<file path="config.mk">
export PLATFORM = sky130hd
export DESIGN_NAME = keypad_matrix_scan_long_press_flat
export DESIGN_NICKNAME = d
export VERILOG_FILES = /design/src/kmsl_pkg.sv /design/src/kmsl_in_if.sv /design/src/keypad_matrix_scan_long_press.sv /design/src/flat_wrapper.sv
export SDC_FILE = /design/constraint.sdc
export NUM_CORES = 1
export LEC_CHECK = 0
export CELL_PAD_IN_SITES_DETAIL_PLACEMENT = 1
export CELL_PAD_IN_SITES_GLOBAL_PLACEMENT = 1
export CORE_AREA = 2 2 105 107
export DETAILED_ROUTE_END_ITERATION = 16
export DIE_AREA = 0 0 107 109
export DONT_BUFFER_PORTS = 1
export PLACE_DENSITY = 0.77
export SETUP_SLACK_MARGIN = 0.3
export SKIP_CTS_REPAIR_TIMING = 1
export SLEW_MARGIN = 25
export SYNTH_ARGS = -nofsm -noshare
export SYNTH_HDL_FRONTEND = slang
export SYNTH_SLANG_ARGS = --single-unit
</file>
<file path="constraint.sdc">
create_clock -name clk_i -period 4.6 [get_ports clk_i]
set_clock_uncertainty 0.1 [all_clocks]
set_input_delay 0.92 -clock clk_i [delete_from_list [all_inputs] [get_ports clk_i]]
set_output_delay 0.92 -clock clk_i [all_outputs]
set_load 0.05 [all_outputs]
</file>
<file path="src/kmsl_pkg.sv">
package kmsl_pkg;

  // Payload widths fixed by the channel formats
  localparam int unsigned DirectW = 2;
  localparam int unsigned RowSenseW = 4;
  localparam int unsigned DriveW = 4;
  localparam int unsigned CodeW = 6;
  localparam int unsigned TickW = 16;
  localparam int unsigned CfgIdxW = 1;
  localparam int unsigned CfgDataW = 16;

  // Register reset values
  localparam logic [TickW-1:0] DebounceReset = 16'd20;
  localparam logic [TickW-1:0] LongPressReset = 16'd3000;

  // Added to a key code when the hold reached the long-press threshold
  localparam logic [CodeW-1:0] LongFlag = 6'd32;

  // Configuration register indexes
  typedef enum logic [CfgIdxW-1:0] {
    REG_DEBOUNCE   = 1'b0,
    REG_LONG_PRESS = 1'b1
  } cfg_reg_e;

  // Scanner phase, one-hot
  typedef enum logic [2:0] {
    PH_SCAN     = 3'b001,
    PH_DEBOUNCE = 3'b010,
    PH_HOLD     = 3'b100
  } phase_e;

  // One result beat
  typedef struct packed {
    logic [DriveW-1:0] column_drive;
    logic              key_valid;
    logic [CodeW-1:0]  key_code;
  } result_t;

endpackage

</file>
<file path="src/kmsl_in_if.sv">
interface kmsl_in_if;
  import kmsl_pkg::*;

  logic                 valid;
  logic                 ready;
  logic [DirectW-1:0]   direct_keys;
  logic [RowSenseW-1:0] row_sense;

  modport source (output valid, output direct_keys, output row_sense, input ready);
  modport sink (input valid, input direct_keys, input row_sense, output ready);
endinterface

interface kmsl_out_if;
  import kmsl_pkg::*;

  logic              valid;
  logic              ready;
  logic [DriveW-1:0] column_drive;
  logic              key_valid;
  logic [CodeW-1:0]  key_code;

  modport source (output valid, output column_drive, output key_valid, output key_code,
                  input ready);
  modport sink (input valid, input column_drive, input key_valid, input key_code,
                output ready);
endinterface

interface kmsl_cfg_if;
  import kmsl_pkg::*;

  logic                valid;
  logic                ready;
  logic [CfgIdxW-1:0]  index;
  logic [CfgDataW-1:0] data;

  modport source (output valid, output index, output data, input ready);
  modport sink (input valid, input index, input data, output ready);
endinterface

</file>
<file path="src/keypad_matrix_scan_long_press.sv">
// Channel   Dir  Handshake        Payload
// in_i      in   valid / ready    direct_keys[1:0], row_sense[3:0]   (one tick per beat)
// out_o     out  valid / ready    column_drive[3:0], key_valid, key_code[5:0]
// cfg_i     in   valid / ready    index (0 debounce_ticks, 1 long_press_ticks), data[15:0]
//
// Each input beat is one tick; its result is registered in the output buffer.
// One beat per cycle while the skid entry is empty: the scan state updates at acceptance.
// A two-entry output buffer (result register plus skid) lets a beat be taken while a
// result waits; input stalls only when both entries are full.
// Reset (rst_ni, async low): scanning at position 0, counters cleared, registers at
// 20 / 3000. cfg_i is always ready.
module keypad_matrix_scan_long_press #(
  parameter int unsigned COLUMNS = 4,
  parameter int unsigned ROWS    = 4
) (
  input  logic       clk_i,
  input  logic       rst_ni,
  kmsl_in_if.sink    in_i,
  kmsl_out_if.source out_o,
  kmsl_cfg_if.sink   cfg_i
);
  import kmsl_pkg::*;

  localparam int unsigned NPos = COLUMNS + 2;
  localparam int unsigned PosW = $clog2(NPos);
  localparam int unsigned KeyW = $clog2(COLUMNS * ROWS + 3);
  localparam int unsigned RowScan = (ROWS < 4) ? ROWS : 4;

  logic [TickW-1:0] debounce_q, long_press_q;
  phase_e           phase_q, phase_d;
  logic [PosW-1:0]  pos_q, pos_d, pos_cur, pos_next;
  logic [KeyW-1:0]  held_key_q, held_key_d;
  logic [1:0]       row_q, row_d;
  logic [TickW-1:0] tick_q, tick_d, tick_inc;

  logic             found;
  logic [KeyW-1:0]  found_key;
  logic [1:0]       found_row;
  logic             hold_down;
  logic             in_acc;
  result_t          res;

  result_t          main_q, skid_q;
  logic             main_v_q, skid_v_q;
  logic             pop;

  // Configuration writes
  assign cfg_i.ready = 1'b1;

  always_ff @(posedge clk_i or negedge rst_ni) begin
    if (!rst_ni) begin
      debounce_q   <= DebounceReset;
      long_press_q <= LongPressReset;
    end else if (cfg_i.valid) begin
      case (cfg_i.index)
        REG_DEBOUNCE:   debounce_q <= cfg_i.data;
        REG_LONG_PRESS: long_press_q <= cfg_i.data;
        default: ;
      endcase
    end
  end

  // Current and following scan position
  always_comb begin
    pos_cur  = (int'(pos_q) >= int'(NPos)) ? '0 : pos_q;
    pos_next = (int'(pos_cur) == int'(NPos) - 1) ? '0 : pos_cur + PosW'(1);
    tick_inc = (tick_q == '1) ? tick_q : tick_q + TickW'(1);
  end

  // Find the first pressed key at the current position
  always_comb begin
    found     = 1'b0;
    found_key = '0;
    found_row = '0;
    if (int'(pos_cur) < 2) begin
      found     = !in_i.direct_keys[pos_cur[0]];
      found_key = KeyW'(COLUMNS * ROWS + 1) + KeyW'(pos_cur);
    end else begin
      for (int r = RowScan - 1; r >= 0; r--) begin
        if (in_i.row_sense[r]) begin
          found     = 1'b1;
          found_row = 2'(r);
          found_key = KeyW'(ROWS) * (KeyW'(pos_cur) - KeyW'(2)) + KeyW'(ROWS) - KeyW'(r);
        end
      end
    end
  end

  // Level of the held key
  assign hold_down = (int'(pos_cur) < 2) ? !in_i.direct_keys[pos_cur[0]]
                                         : in_i.row_sense[row_q];

  // Next scan state and the result of this tick
  always_comb begin
    phase_d          = phase_q;
    pos_d            = pos_cur;
    held_key_d       = held_key_q;
    row_d            = row_q;
    tick_d           = tick_q;
    res.key_valid    = 1'b0;
    res.key_code     = '0;
    res.column_drive = '0;
    case (phase_q)
      PH_DEBOUNCE: begin
        tick_d = tick_inc;
        if (tick_inc >= debounce_q) begin
          phase_d = PH_HOLD;
          tick_d  = '0;
        end
      end
      PH_HOLD: begin
        if (hold_down) begin
          tick_d = tick_inc;
        end else begin
          res.key_valid = 1'b1;
          res.key_code  = CodeW'(held_key_q) + ((tick_q >= long_press_q) ? LongFlag : '0);
          phase_d       = PH_SCAN;
          tick_d        = '0;
          held_key_d    = '0;
          pos_d         = pos_next;
        end
      end
      default: begin
        if (found) begin
          held_key_d = found_key;
          row_d      = found_row;
          tick_d     = '0;
          phase_d    = (debounce_q == '0) ? PH_HOLD : PH_DEBOUNCE;
        end else begin
          phase_d = PH_SCAN;
          pos_d   = pos_next;
        end
      end
    endcase
    for (int c = 0; c < DriveW; c++) begin
      res.column_drive[c] = (c < COLUMNS) && (int'(pos_d) == c + 2);
    end
  end

  assign in_i.ready = !skid_v_q;
  assign in_acc     = in_i.valid && in_i.ready;

  // Advance the scan state on each accepted beat
  always_ff @(posedge clk_i or negedge rst_ni) begin
    if (!rst_ni) begin
      phase_q    <= PH_SCAN;
      pos_q      <= '0;
      held_key_q <= '0;
      row_q      <= '0;
      tick_q     <= '0;
    end else if (in_acc) begin
      phase_q    <= phase_d;
      pos_q      <= pos_d;
      held_key_q <= held_key_d;
      row_q      <= row_d;
      tick_q     <= tick_d;
    end
  end

  // Two-entry output buffer: result register and skid
  assign pop = main_v_q && out_o.ready;

  always_ff @(posedge clk_i or negedge rst_ni) begin
    if (!rst_ni) begin
      main_v_q <= 1'b0;
      skid_v_q <= 1'b0;
    end else if (in_acc) begin
      if (main_v_q && !pop) begin
        skid_v_q <= 1'b1;
      end else begin
        main_v_q <= 1'b1;
      end
    end else if (pop) begin
      main_v_q <= skid_v_q;
      skid_v_q <= 1'b0;
    end
  end

  always_ff @(posedge clk_i) begin
    if (in_acc) begin
      if (main_v_q && !pop) begin
        skid_q <= res;
      end else begin
        main_q <= res;
      end
    end else if (pop && skid_v_q) begin
      main_q <= skid_q;
    end
  end

  assign out_o.valid        = main_v_q;
  assign out_o.column_drive = main_q.column_drive;
  assign out_o.key_valid    = main_q.key_valid;
  assign out_o.key_code     = main_q.key_code;

  // A waiting skid entry always sits behind a valid result
  assert property (@(posedge clk_i) disable iff (!rst_ni) skid_v_q |-> main_v_q)
    else $error("skid entry valid without a result entry");

  // The scan position never leaves the position range
  assert property (@(posedge clk_i) disable iff (!rst_ni) int'(pos_q) < int'(NPos))
    else $error("scan position out of range");

  // A key is held whenever debounce or hold is running
  assert property (@(posedge clk_i) disable iff (!rst_ni)
                   (phase_q == PH_DEBOUNCE || phase_q == PH_HOLD) |-> held_key_q != '0)
    else $error("debounce or hold without a held key");

  // A release returns the scanner to scanning
  assert property (@(posedge clk_i) disable iff (!rst_ni)
                   (in_acc && phase_q == PH_HOLD && !hold_down) |=> phase_q == PH_SCAN)
    else $error("release did not return to scanning");

endmodule
</file>
<file path="src/flat_wrapper.sv">
// flat-port wrapper written by rule: the top's interface ports become plain ports
module keypad_matrix_scan_long_press_flat import kmsl_pkg::*;
#(
  parameter int unsigned COLUMNS = 4,
  parameter int unsigned ROWS    = 4
)
  (clk_i, rst_ni, in_i_valid, in_i_direct_keys, in_i_row_sense, in_i_ready, out_o_valid, out_o_column_drive, out_o_key_valid, out_o_key_code, out_o_ready, cfg_i_valid, cfg_i_index, cfg_i_data, cfg_i_ready);
  kmsl_in_if in_i_i ();
  kmsl_out_if out_o_i ();
  kmsl_cfg_if cfg_i_i ();
  input  logic clk_i;
  input  logic rst_ni;
  input wire logic [$bits(in_i_i.valid)-1:0] in_i_valid;
  input wire logic [$bits(in_i_i.direct_keys)-1:0] in_i_direct_keys;
  input wire logic [$bits(in_i_i.row_sense)-1:0] in_i_row_sense;
  output wire logic [$bits(in_i_i.ready)-1:0] in_i_ready;
  output wire logic [$bits(out_o_i.valid)-1:0] out_o_valid;
  output wire logic [$bits(out_o_i.column_drive)-1:0] out_o_column_drive;
  output wire logic [$bits(out_o_i.key_valid)-1:0] out_o_key_valid;
  output wire logic [$bits(out_o_i.key_code)-1:0] out_o_key_code;
  input wire logic [$bits(out_o_i.ready)-1:0] out_o_ready;
  input wire logic [$bits(cfg_i_i.valid)-1:0] cfg_i_valid;
  input wire logic [$bits(cfg_i_i.index)-1:0] cfg_i_index;
  input wire logic [$bits(cfg_i_i.data)-1:0] cfg_i_data;
  output wire logic [$bits(cfg_i_i.ready)-1:0] cfg_i_ready;
  assign in_i_i.valid = in_i_valid;
  assign in_i_i.direct_keys = in_i_direct_keys;
  assign in_i_i.row_sense = in_i_row_sense;
  assign in_i_ready = in_i_i.ready;
  assign out_o_valid = out_o_i.valid;
  assign out_o_column_drive = out_o_i.column_drive;
  assign out_o_key_valid = out_o_i.key_valid;
  assign out_o_key_code = out_o_i.key_code;
  assign out_o_i.ready = out_o_ready;
  assign cfg_i_i.valid = cfg_i_valid;
  assign cfg_i_i.index = cfg_i_index;
  assign cfg_i_i.data = cfg_i_data;
  assign cfg_i_ready = cfg_i_i.ready;
  keypad_matrix_scan_long_press #(.COLUMNS(COLUMNS), .ROWS(ROWS)) u_core (.clk_i(clk_i), .rst_ni(rst_ni), .in_i(in_i_i), .out_o(out_o_i), .cfg_i(cfg_i_i));
endmodule
</file>
# [After elaboration in Yosys (flattened, before gate mapping)]
# Cells that the tools add are included.
[word_totals] elab_cells=118 inputBits=28 out_inout_bits=14 latchBits=0 n_memories=0 reg_bits=85 ram_bits=0 rom_bits=0
[op_classes] n_bitwise=3 shift=0 n_mul=0 n_eq_ne=12 n_lt_le_gt_ge=6 div=0 n_addsub=9 reduce_logical=23 muxes=50
[op_table] cell="16-bit two-way mux" count=4
[op_table] cell="5-bit two-way mux" count=7
[op_table] cell="11-bit two-way mux" count=3
[op_table] cell="16-bit >= comparator" count=2
[op_table] cell="16-bit case mux with 2 select lines" count=1
[op_table] cell="3-bit two-way mux" count=8
[op_table] cell="3-bit equality test, second input constant" count=6
[op_table] cell="16-bit by 1-bit adder with 16-bit output, second input constant" count=1
[op_table] cell="16-bit equality test, second input constant" count=1
[op_table] cell="16-bit logical NOT" count=1
[op_table] cell="1-bit two-way mux" count=15
[op_table] cell="7-bit two-way mux" count=2
[op_table] cell="2-bit AND reduction" count=7
[op_table] cell="3-bit case mux with 2 select lines" count=2
[op_table] cell="2-bit two-way mux" count=5
[op_table] cell="5-bit case mux with 2 select lines" count=1
[op_table] cell="5-bit by 2-bit subtractor with 5-bit output, second input constant" count=2
[op_table] cell="5-bit by 6-bit adder with 6-bit output" count=1
[op_table] cell="6-bit two-way mux" count=1
[op_table] cell="2-bit inequality test, second input constant" count=3
[op_table] cell="3-bit AND reduction" count=2
[op_table] cell="2-bit nonzero test" count=3
[op_table] cell="5-bit by 3-bit adder with 5-bit output, first input constant" count=1
[op_table] cell="5-bit by 3-bit adder with 5-bit output, second input constant" count=1
[op_table] cell="other kinds (16)" count=23

# [Logic depth before layout (Yosys ltp)]
# Gate-level depths: netlist of the first run.
[logic_depth] word_depth=12 ltp_mapped=17 ltp_nobuf=14

# [Worst setup path after synthesis of the first run]
# Ideal clock, no wire load.
[synth_path] path_type="register -> register" from="register u_core.tick_q[5]" to="register u_core.tick_q[5]" path_stages_with_launch=17 required_ns=4.418 n_path_buf=3 path_slack_ns=1.109 setup_ns=0.082 synth_period_minus_slack_ns=3.491 t_arrival_ns=3.309 path_cell_list="dfrtp_1 -> buf_2 -> nand3_1 -> nor4_4 -> nand3_1 -> xor2_1 -> nand2_1 -> ha_1 -> a21o_1 -> a2111oi_4 -> nand3b_1 -> o21bai_4 -> a211oi_2 -> buf_4 -> buf_6 -> nand2_1 -> a31oi_1"
[synth_between] elab_chain_len=5 elab_cells_between_ends=7 classes_between="add/sub: 1; order compare: 1; eq/ne: 1; mux: 4"
[synth_rtl] item="start, declared" line_no="keypad_matrix_scan_long_press.sv:34" rtl="logic [TickW-1:0] tick_q, tick_d, tick_inc;"
[synth_rtl] item="start signal, assigned" line_no="keypad_matrix_scan_long_press.sv:156" rtl="tick_q <= tick_d;"
[synth_rtl] item="16-bit by 1-bit adder with 16-bit output / 16-bit equality test (equally long branches)" line_no="keypad_matrix_scan_long_press.sv:67" rtl="tick_inc = (tick_q == '1) ? tick_q : tick_q + TickW'(1);"
[synth_rtl] item="16-bit two-way mux *" line_no="keypad_matrix_scan_long_press.sv:67"
[synth_rtl] item="16-bit >= comparator" line_no="keypad_matrix_scan_long_press.sv:106" rtl="if (tick_inc >= debounce_q) begin"
[synth_rtl] item="16-bit two-way mux" line_no="keypad_matrix_scan_long_press.sv:106"
[synth_rtl] item="16-bit case mux with 2 select lines *" line_no="keypad_matrix_scan_long_press.sv:103" rtl="case (phase_q)"
# Mark *: on every way between the ends. The rest lies on a longest branch, timed or not.
# A chain may end at the register's enable or synchronous reset.

# [Worst setup path in the final report of the first run]
[layout_path] from="register u_core.tick_q[2]" to="register u_core.tick_q[7]"
# The elaborated chain is that of the path after synthesis.

==> results.py, run 1 <==
metrics = {
    "outcome": {
        "outcome": "finished, final reports clean",
    },
    "clocking": {
        "cts.reportedPaths.clkPinSlew_ns": 0.10,
        "clock_latency_ns": 0.37,
        "cts-root-buf": "clkbuf_8",
        "clock_sinks": 85,
        "h-tree-depth": 3,
        "cts_buffers": 9,
        "clockBufferDepth": 2,
        "tritoncts": "built",
    },
    "layout": {
        "drive_above_1_share": 0.153,
        "final_nets": 579,
        "layout_commonest_cell": "nand2_1",
        "nFillCells": 1160,
        "final_cell_mix": "nand2_1, dfrtp_1, inv_1, ha_1, o21ai_0",
        "area_delta_synth_final_pct": 6.02,
        "n_antenna_cell": 0,
    },
    "drt": {
        "avgRoutedWirePerCell_um": 19.4,
        "ant_nets": 0,
        "drc": 0,
        "vias": 3841,
        "firstDrtPassIters": 4,
        "drt_iter0_drc": 217,
        "wl_mm": 12.7,
        "routed_via_density": 5.85,
    },
    "synth": {
        "yosysWarnings": 0,
        "syn_inst": 519,
        "syn_nets": 586,
        "syn_area_per_cell_um2": 9.98,
        "synth-seq-area-share": 0.435,
        "synth_cell_type_count": 67,
        "ys.flop_type": "dfrtp_1",
        "postSynth.asyncResetShare": 0.741,
        "syn_area_mm2": 0.00518,
        "synth-seq-cells": 85,
        "synth_edf_count": 22,
    },
    "setup_path": {
        "critPathBufInv": 2,
        "crit_arrival_ns": 4.20,
        "crit_path_start_kind": "flop",
        "critPathMaxStageDelay_ns": 0.55,
        "worstSetupPathType": "flop to flop",
        "timing.rr.start": "u_core.tick_q[2]$_DFFE_PN0P_",
        "reg2reg_depth": 16,
        "critPathMaxFanout": 30,
        "worstSetupPathDepth": 16,
        "required_ns": 4.78,
        "worst_r2r_endpoint": "u_core.tick_q[7]$_DFFE_PN0P_",
        "cp_slowest_cell": "dfrtp_1",
        "path_delay_family": "simple AND/OR/NAND/NOR gates",
        "worstPathCellList": "nand3_2 > nor4_4 > buf_4 > nand3_4 > and3_4 > and3_4 > xor2_1 > ha_1 > a21oi_1 > o21ai_0 > nand3b_1 > o21bai_4 > a211oi_2 > buf_4 > o21ai_0 > a31oi_1",
        "endpoint_kind": "flop",
        "reg2reg_slack_ns": 0.58,
    },
    "timing": {
        "max_freq_mhz": 249,
        "final_hold_viol_count": 0,
        "slew_viol_final": 0,
        "fin_crit_sh": 0.874,
        "rsz0062_at_grt": "false",
        "setup_tns_ns": 0,
        "relSlewSlack": 0.397,
        "worstMarginPinSlew_ns": 0.902,
        "min_period_ns": 4.02,
        "setup_viol": 0,
    },
    "die": {
        "fp.dieH_um": 109,
        "die_x_um": 107,
        "start_util": 0.488,
        "dieArea_mm2": 0.0117,
        "core_area_mm2": 0.0106,
        "num_io_pins": 42,
        "rows": 38,
    },
    "power_and_ir_drop": {
        "combPwrFrac": 0.350,
        "internal-power_w": 0.00166,
        "power_w": 0.00286,
        "p_sw_w": 0.00121,
        "powerDensity_mw_per_mm2": 522,
        "peakVddDrop_uv": 278,
        "pwr-share-seq": 0.442,
        "power_frac_clock": 0.209,
        "p_leak_nw": 2.46,
        "swShare": 0.421,
    },
    "global_route": {
        "grt_pass1_wl_mm": 21.0,
        "antenna_found_initial": 0,
        "grt_pass1_vias": 4069,
        "track_usage": 0.234,
        "grt_start_max_net_pins": 64,
        "grt_remaining_overflow": 0,
    },
    "placed_design": {
        "dp_hpwl_mm": 9.25,
        "gp_congestion": 0.805,
        "port-buffer-count": 0,
    },
    "worst_hold_path": {
        "hp-class": "input pin to asynchronous set/reset pin",
    },
    "job": {
        "maxCapViolations": 0,
    },
}
## worst reg2reg max path, delay by kind of cell, from the launching register on
family,cells,cell delay (ns)
buf+inv,2,0.53
simple gates,6,1.27
fa+ha+maj,1,0.28
xor+xnor,1,0.19
flops,1,0.55
compound gates,6,1.01
## registers in the layout (all words and copies together) (netlist names)
signal and flops:
u_core.out_o.column_drive 4, u_core.skid_q 11, u_core.long_press_q 16, u_core.row_q 2, u_core.out_o.key_code 6, u_core.phase_q 3
u_core.pos_q 3, u_core.out_o.key_valid 1, u_core.out_o.valid 1, u_core.tick_q 16, u_core.held_key_q 5, u_core.skid_v_q 1
u_core.debounce_q 16
## cells in the mapped netlist (6+ instances only)
library cell / count / area share
mux2_2: 26 / 0.057
xnor2_1: 8 / 0.014
nor2_1: 25 / 0.018
clkbuf_1: 9 / 0.0065
and3_1: 6 / 0.0073
buf_2: 6 / 0.0058
o21ai_0: 36 / 0.035
a31oi_1: 15 / 0.018
dfrtp_1: 53 / 0.26
a21o_1: 12 / 0.017
edfxtp_1: 22 / 0.13
nor2b_1: 8 / 0.0097
ha_1: 39 / 0.094
dfstp_2: 10 / 0.051
and2_1: 6 / 0.0073
nand3_1: 9 / 0.0087
a21oi_1: 28 / 0.027
nand2b_1: 9 / 0.011
xor2_1: 7 / 0.012
nand4_1: 9 / 0.011
nand2_1: 54 / 0.039
inv_1: 45 / 0.033
nor3_1: 9 / 0.0087
## power groups by stage
stage                     clock network (W)  logic [W]  registers [W]
after global routing               0.000632    0.00111        0.00129
after CTS                          0.000607   0.000998        0.00127
after detailed placement                  0   0.000982        0.00128
final                              0.000597    0.00100        0.00127
after global placement                    0   0.000933        0.00127
after floorplan                           0   0.000805        0.00122
## stage by stage
step / hold WS (ns) / utilization / cells / setup slack, ns / area [um^2]
floorplan: 0.340 / - / 519 / 1.11 / 5180
global placement: 0.356 / 0.496 / 640 / 0.771 / 5260
detailed placement: 0.363 / 0.496 / 640 / 0.589 / 5260
CTS: 0.123 / 0.517 / 656 / 0.526 / 5480
global route: 0.119 / 0.518 / 657 / 0.361 / 5490
finish: 0.136 / 0.518 / 657 / 0.581 / 5490
## per-layer routing
metal	wire length (um)	part of all wire	global-route usage
met3	463	0.036	0.0454
met4	313	0.025	0.0900
met5	0	0	0
met2	5710	0.45	0.356
met1	6250	0.49	0.330
## worst max-delay path by stage
stage | from | endpoint | slack (ns)
2_1_floorplan | u_core.tick_q[5]$_DFFE_PN0P_ | u_core.tick_q[5]$_DFFE_PN0P_ | 1.11
3_3_place_gp | u_core.tick_q[2]$_DFFE_PN0P_ | u_core.tick_q[15]$_DFFE_PN0P_ | 0.77
3_5_place_dp | u_core.tick_q[2]$_DFFE_PN0P_ | u_core.tick_q[15]$_DFFE_PN0P_ | 0.59
4_1_cts | u_core.tick_q[2]$_DFFE_PN0P_ | u_core.tick_q[15]$_DFFE_PN0P_ | 0.53
5_1_grt | u_core.tick_q[0]$_DFFE_PN0P_ | u_core.tick_q[10]$_DFFE_PN0P_ | 0.36
6_report | u_core.tick_q[2]$_DFFE_PN0P_ | u_core.tick_q[7]$_DFFE_PN0P_ | 0.58
## area by class of cell
type	count	area [um^2]	area share
Clock inverter	6	87.6	0.0160
Clock buffer	10	128	0.0233
Tap cell	140	175	0.0319
Timing Repair Buffer	3	22.5	0.00410
Sequential cell	85	2250	0.410
Multi-Input combinational cell	367	2650	0.483
Inverter	46	178	0.0324
## cells by family after synthesis
kind of cell	synth area share
adders and majority gates	0.0942
muxes	0.0674
buffers and inverters	0.0561
xor gates and xnor gates	0.0254
DFF	0.435
other	0.000724
AOI/OAI and AO/OA	0.159
and+or+nand+nor	0.163
No activity file was read; power rests on OpenSTA's default activity.
==> inputs of run 2 (changes only) <==
--- a/config.mk
+++ b/config.mk
@@ -11,7 +11,9 @@
 export DETAILED_ROUTE_END_ITERATION = 16
 export DIE_AREA = 0 0 107 109
 export DONT_BUFFER_PORTS = 1
+export GPL_ROUTABILITY_DRIVEN = 1
 export PLACE_DENSITY = 0.77
+export REMOVE_ABC_BUFFERS = 1
 export SETUP_SLACK_MARGIN = 0.3
 export SKIP_CTS_REPAIR_TIMING = 1
 export SLEW_MARGIN = 25
==> run 2 against run 1 <==
Sequential cell count unchanged. Via count decreased by 0.68%. First-iteration DRC count decreased by 29%. Die area unchanged. Hold slack improved by 0.011 ns. Clock power decreased by 18%. Sequential share of layout area increased by 0.23 points. Largest power group unchanged. Global-route usage decreased by 0.51 points.
==> results.py, run 2 (same netlist as run 1, synthesis figures left out) <==
metrics = {
    "setup_path": {
        "worstSetupPathType": "flop to flop",
        "crit_arrival_ns": 4.18,
        "crit_path_start_kind": "flop",
        "critPathMaxFanout": 30,
        "reg2reg_slack_ns": 0.58,
        "reg2reg_depth": 14,
        "required_ns": 4.76,
        "endpoint_kind": "flop",
        "timing.rr.start": "u_core.tick_q[0]$_DFFE_PN0P_",
        "worst_r2r_endpoint": "u_core.tick_q[3]$_DFFE_PN0P_",
    },
    "timing": {
        "slew_viol_final": 0,
        "min_period_ns": 4.02,
        "fin_crit_sh": 0.873,
        "rsz0062_at_grt": "false",
        "worstMarginPinSlew_ns": 0.921,
        "setup_tns_ns": 0,
        "max_freq_mhz": 249,
        "setup_viol": 0,
        "final_hold_viol_count": 0,
        "relSlewSlack": 0.384,
    },
    "placed_design": {
        "dp_hpwl_mm": 9.11,
        "port-buffer-count": 0,
        "post_dp_cell_area_mm2": 0.00527,
        "gp_congestion": 0.846,
    },
    "die": {
        "dieArea_mm2": 0.0117,
        "core_area_mm2": 0.0106,
        "start_util": 0.488,
        "die_x_um": 107,
        "num_io_pins": 42,
        "rows": 38,
        "fp.dieH_um": 109,
    },
    "global_route": {
        "antenna_found_initial": 0,
        "track_usage": 0.229,
        "grt_start_max_net_pins": 64,
        "grt_remaining_overflow": 0,
        "grt_pass1_wl_mm": 20.7,
        "grt_pass1_vias": 4106,
    },
    "drt": {
        "ant_nets": 0,
        "vias": 3815,
        "drt_iter0_drc": 155,
        "wl_mm": 12.3,
        "firstDrtPassIters": 4,
        "drc": 0,
        "avgRoutedWirePerCell_um": 18.7,
        "routed_via_density": 5.79,
    },
    "layout": {
        "nFillCells": 1193,
        "final_cell_mix": "nand2_1, dfrtp_1, inv_1, ha_1, o21ai_0",
        "multi_input_area_mm2": 0.00264,
        "regArea_mm2": 0.00225,
        "area_delta_synth_final_pct": 5.44,
        "top_regs": "u_core.debounce_q: 16 flops, u_core.long_press_q: 16 flops, u_core.tick_q: 16 flops",
        "fin_area_mm2": 0.00546,
        "n_antenna_cell": 0,
        "final_nets": 581,
        "drive_above_1_share": 0.156,
        "layout_commonest_cell": "nand2_1",
    },
    "outcome": {
        "outcome": "finished, final reports clean",
    },
    "clocking": {
        "clock_sinks": 85,
        "cts.reportedPaths.clkPinSlew_ns": 0.10,
        "clockBufferDepth": 2,
        "tritoncts": "built",
        "clock_latency_ns": 0.36,
        "h-tree-depth": 3,
        "cts-root-buf": "clkbuf_8",
        "cts_buffers": 9,
    },
    "power_and_ir_drop": {
        "peakVddDrop_uv": 289,
        "p_leak_nw": 2.45,
        "powerDensity_mw_per_mm2": 500,
    },
    "job": {
        "maxCapViolations": 0,
    },
    "worst_hold_path": {
        "hp-class": "input pin to asynchronous set/reset pin",
    },
}
==> run 2: cell count changes in the layout (fill, tap and decap cells not counted) <==
cell,delta
buf_4,+2
clkinvlp_2,-1
clkinvlp_4,+1
clkinv_4,+1
nor2b_2,+1
inv_6,+1
nor2b_4,-1
bufinv_16,-2
==> run 2: worst max path at each step <==
stage | startpoint | to
2_1_floorplan | u_core.tick_q[2]$_DFFE_PN0P_ | u_core.tick_q[7]$_DFFE_PN0P_
3_3_place_gp | u_core.tick_q[2]$_DFFE_PN0P_ | u_core.tick_q[15]$_DFFE_PN0P_
3_5_place_dp | u_core.tick_q[5]$_DFFE_PN0P_ | u_core.tick_q[6]$_DFFE_PN0P_
4_1_cts | u_core.tick_q[5]$_DFFE_PN0P_ | u_core.tick_q[3]$_DFFE_PN0P_
5_1_grt | u_core.tick_q[2]$_DFFE_PN0P_ | u_core.tick_q[4]$_DFFE_PN0P_
6_report | u_core.tick_q[0]$_DFFE_PN0P_ | u_core.tick_q[3]$_DFFE_PN0P_
==> run 2: cell type report <==
class	count	share of cell area
multi-input cells	367	0.484
repair buffers	5	0.00688
clock inverters	6	0.00871
inverters	46	0.0325
well taps	140	0.0321
flip-flops and latches	85	0.412
clock buffers	10	0.0234
==> run 2: power by group <==
part / internal, W / leakage, nW / total [W] / switching, W
Clock: 0.000200 / 0.0868 / 0.000490 / 0.000289
Sequential: 0.000979 / 0.989 / 0.00126 / 0.000284
Combinational: 0.000373 / 1.38 / 0.000978 / 0.000605
==> run 2: critical path, cell delays in order (launching register included) <==
cell and delay, ns:
dfrtp_1 0.52, ha_1 0.37, a21boi_2 0.46, and2_0 0.35
nand3_1 0.17, xnor2_1 0.17, ha_1 0.30, nand2_1 0.06
o21ai_0 0.14, nand3b_1 0.20, o21bai_4 0.20, a211oi_2 0.19
buf_4 0.34, a31oi_1 0.17, a31oi_1 0.18
==> run 2: per-layer routing <==
metal  global-route usage  up-vias  wire (um)  part of all wire
met1                0.297     1897       5500              0.45
met3               0.0448        8        546             0.044
met2                0.392       79       6140              0.50
met4               0.0622        0        128             0.010
met5                    0        -          0                 0
li1                     -     1831          -                 -
==> run 2: through the flow <==
stage | hold slack [ns] | cells | worst slack (ns) | total power (W) | util
finish | 0.147 | 659 | 0.584 | 0.00273 | 0.515
global placement | 0.370 | 641 | 0.754 | 0.00219 | 0.497
global route | 0.116 | 659 | 0.318 | 0.00293 | 0.515
detailed placement | 0.376 | 641 | 0.548 | 0.00225 | 0.497
floorplan | 0.340 | 498 | 0.501 | 0.00199 | -
CTS | 0.129 | 657 | 0.482 | 0.00275 | 0.513
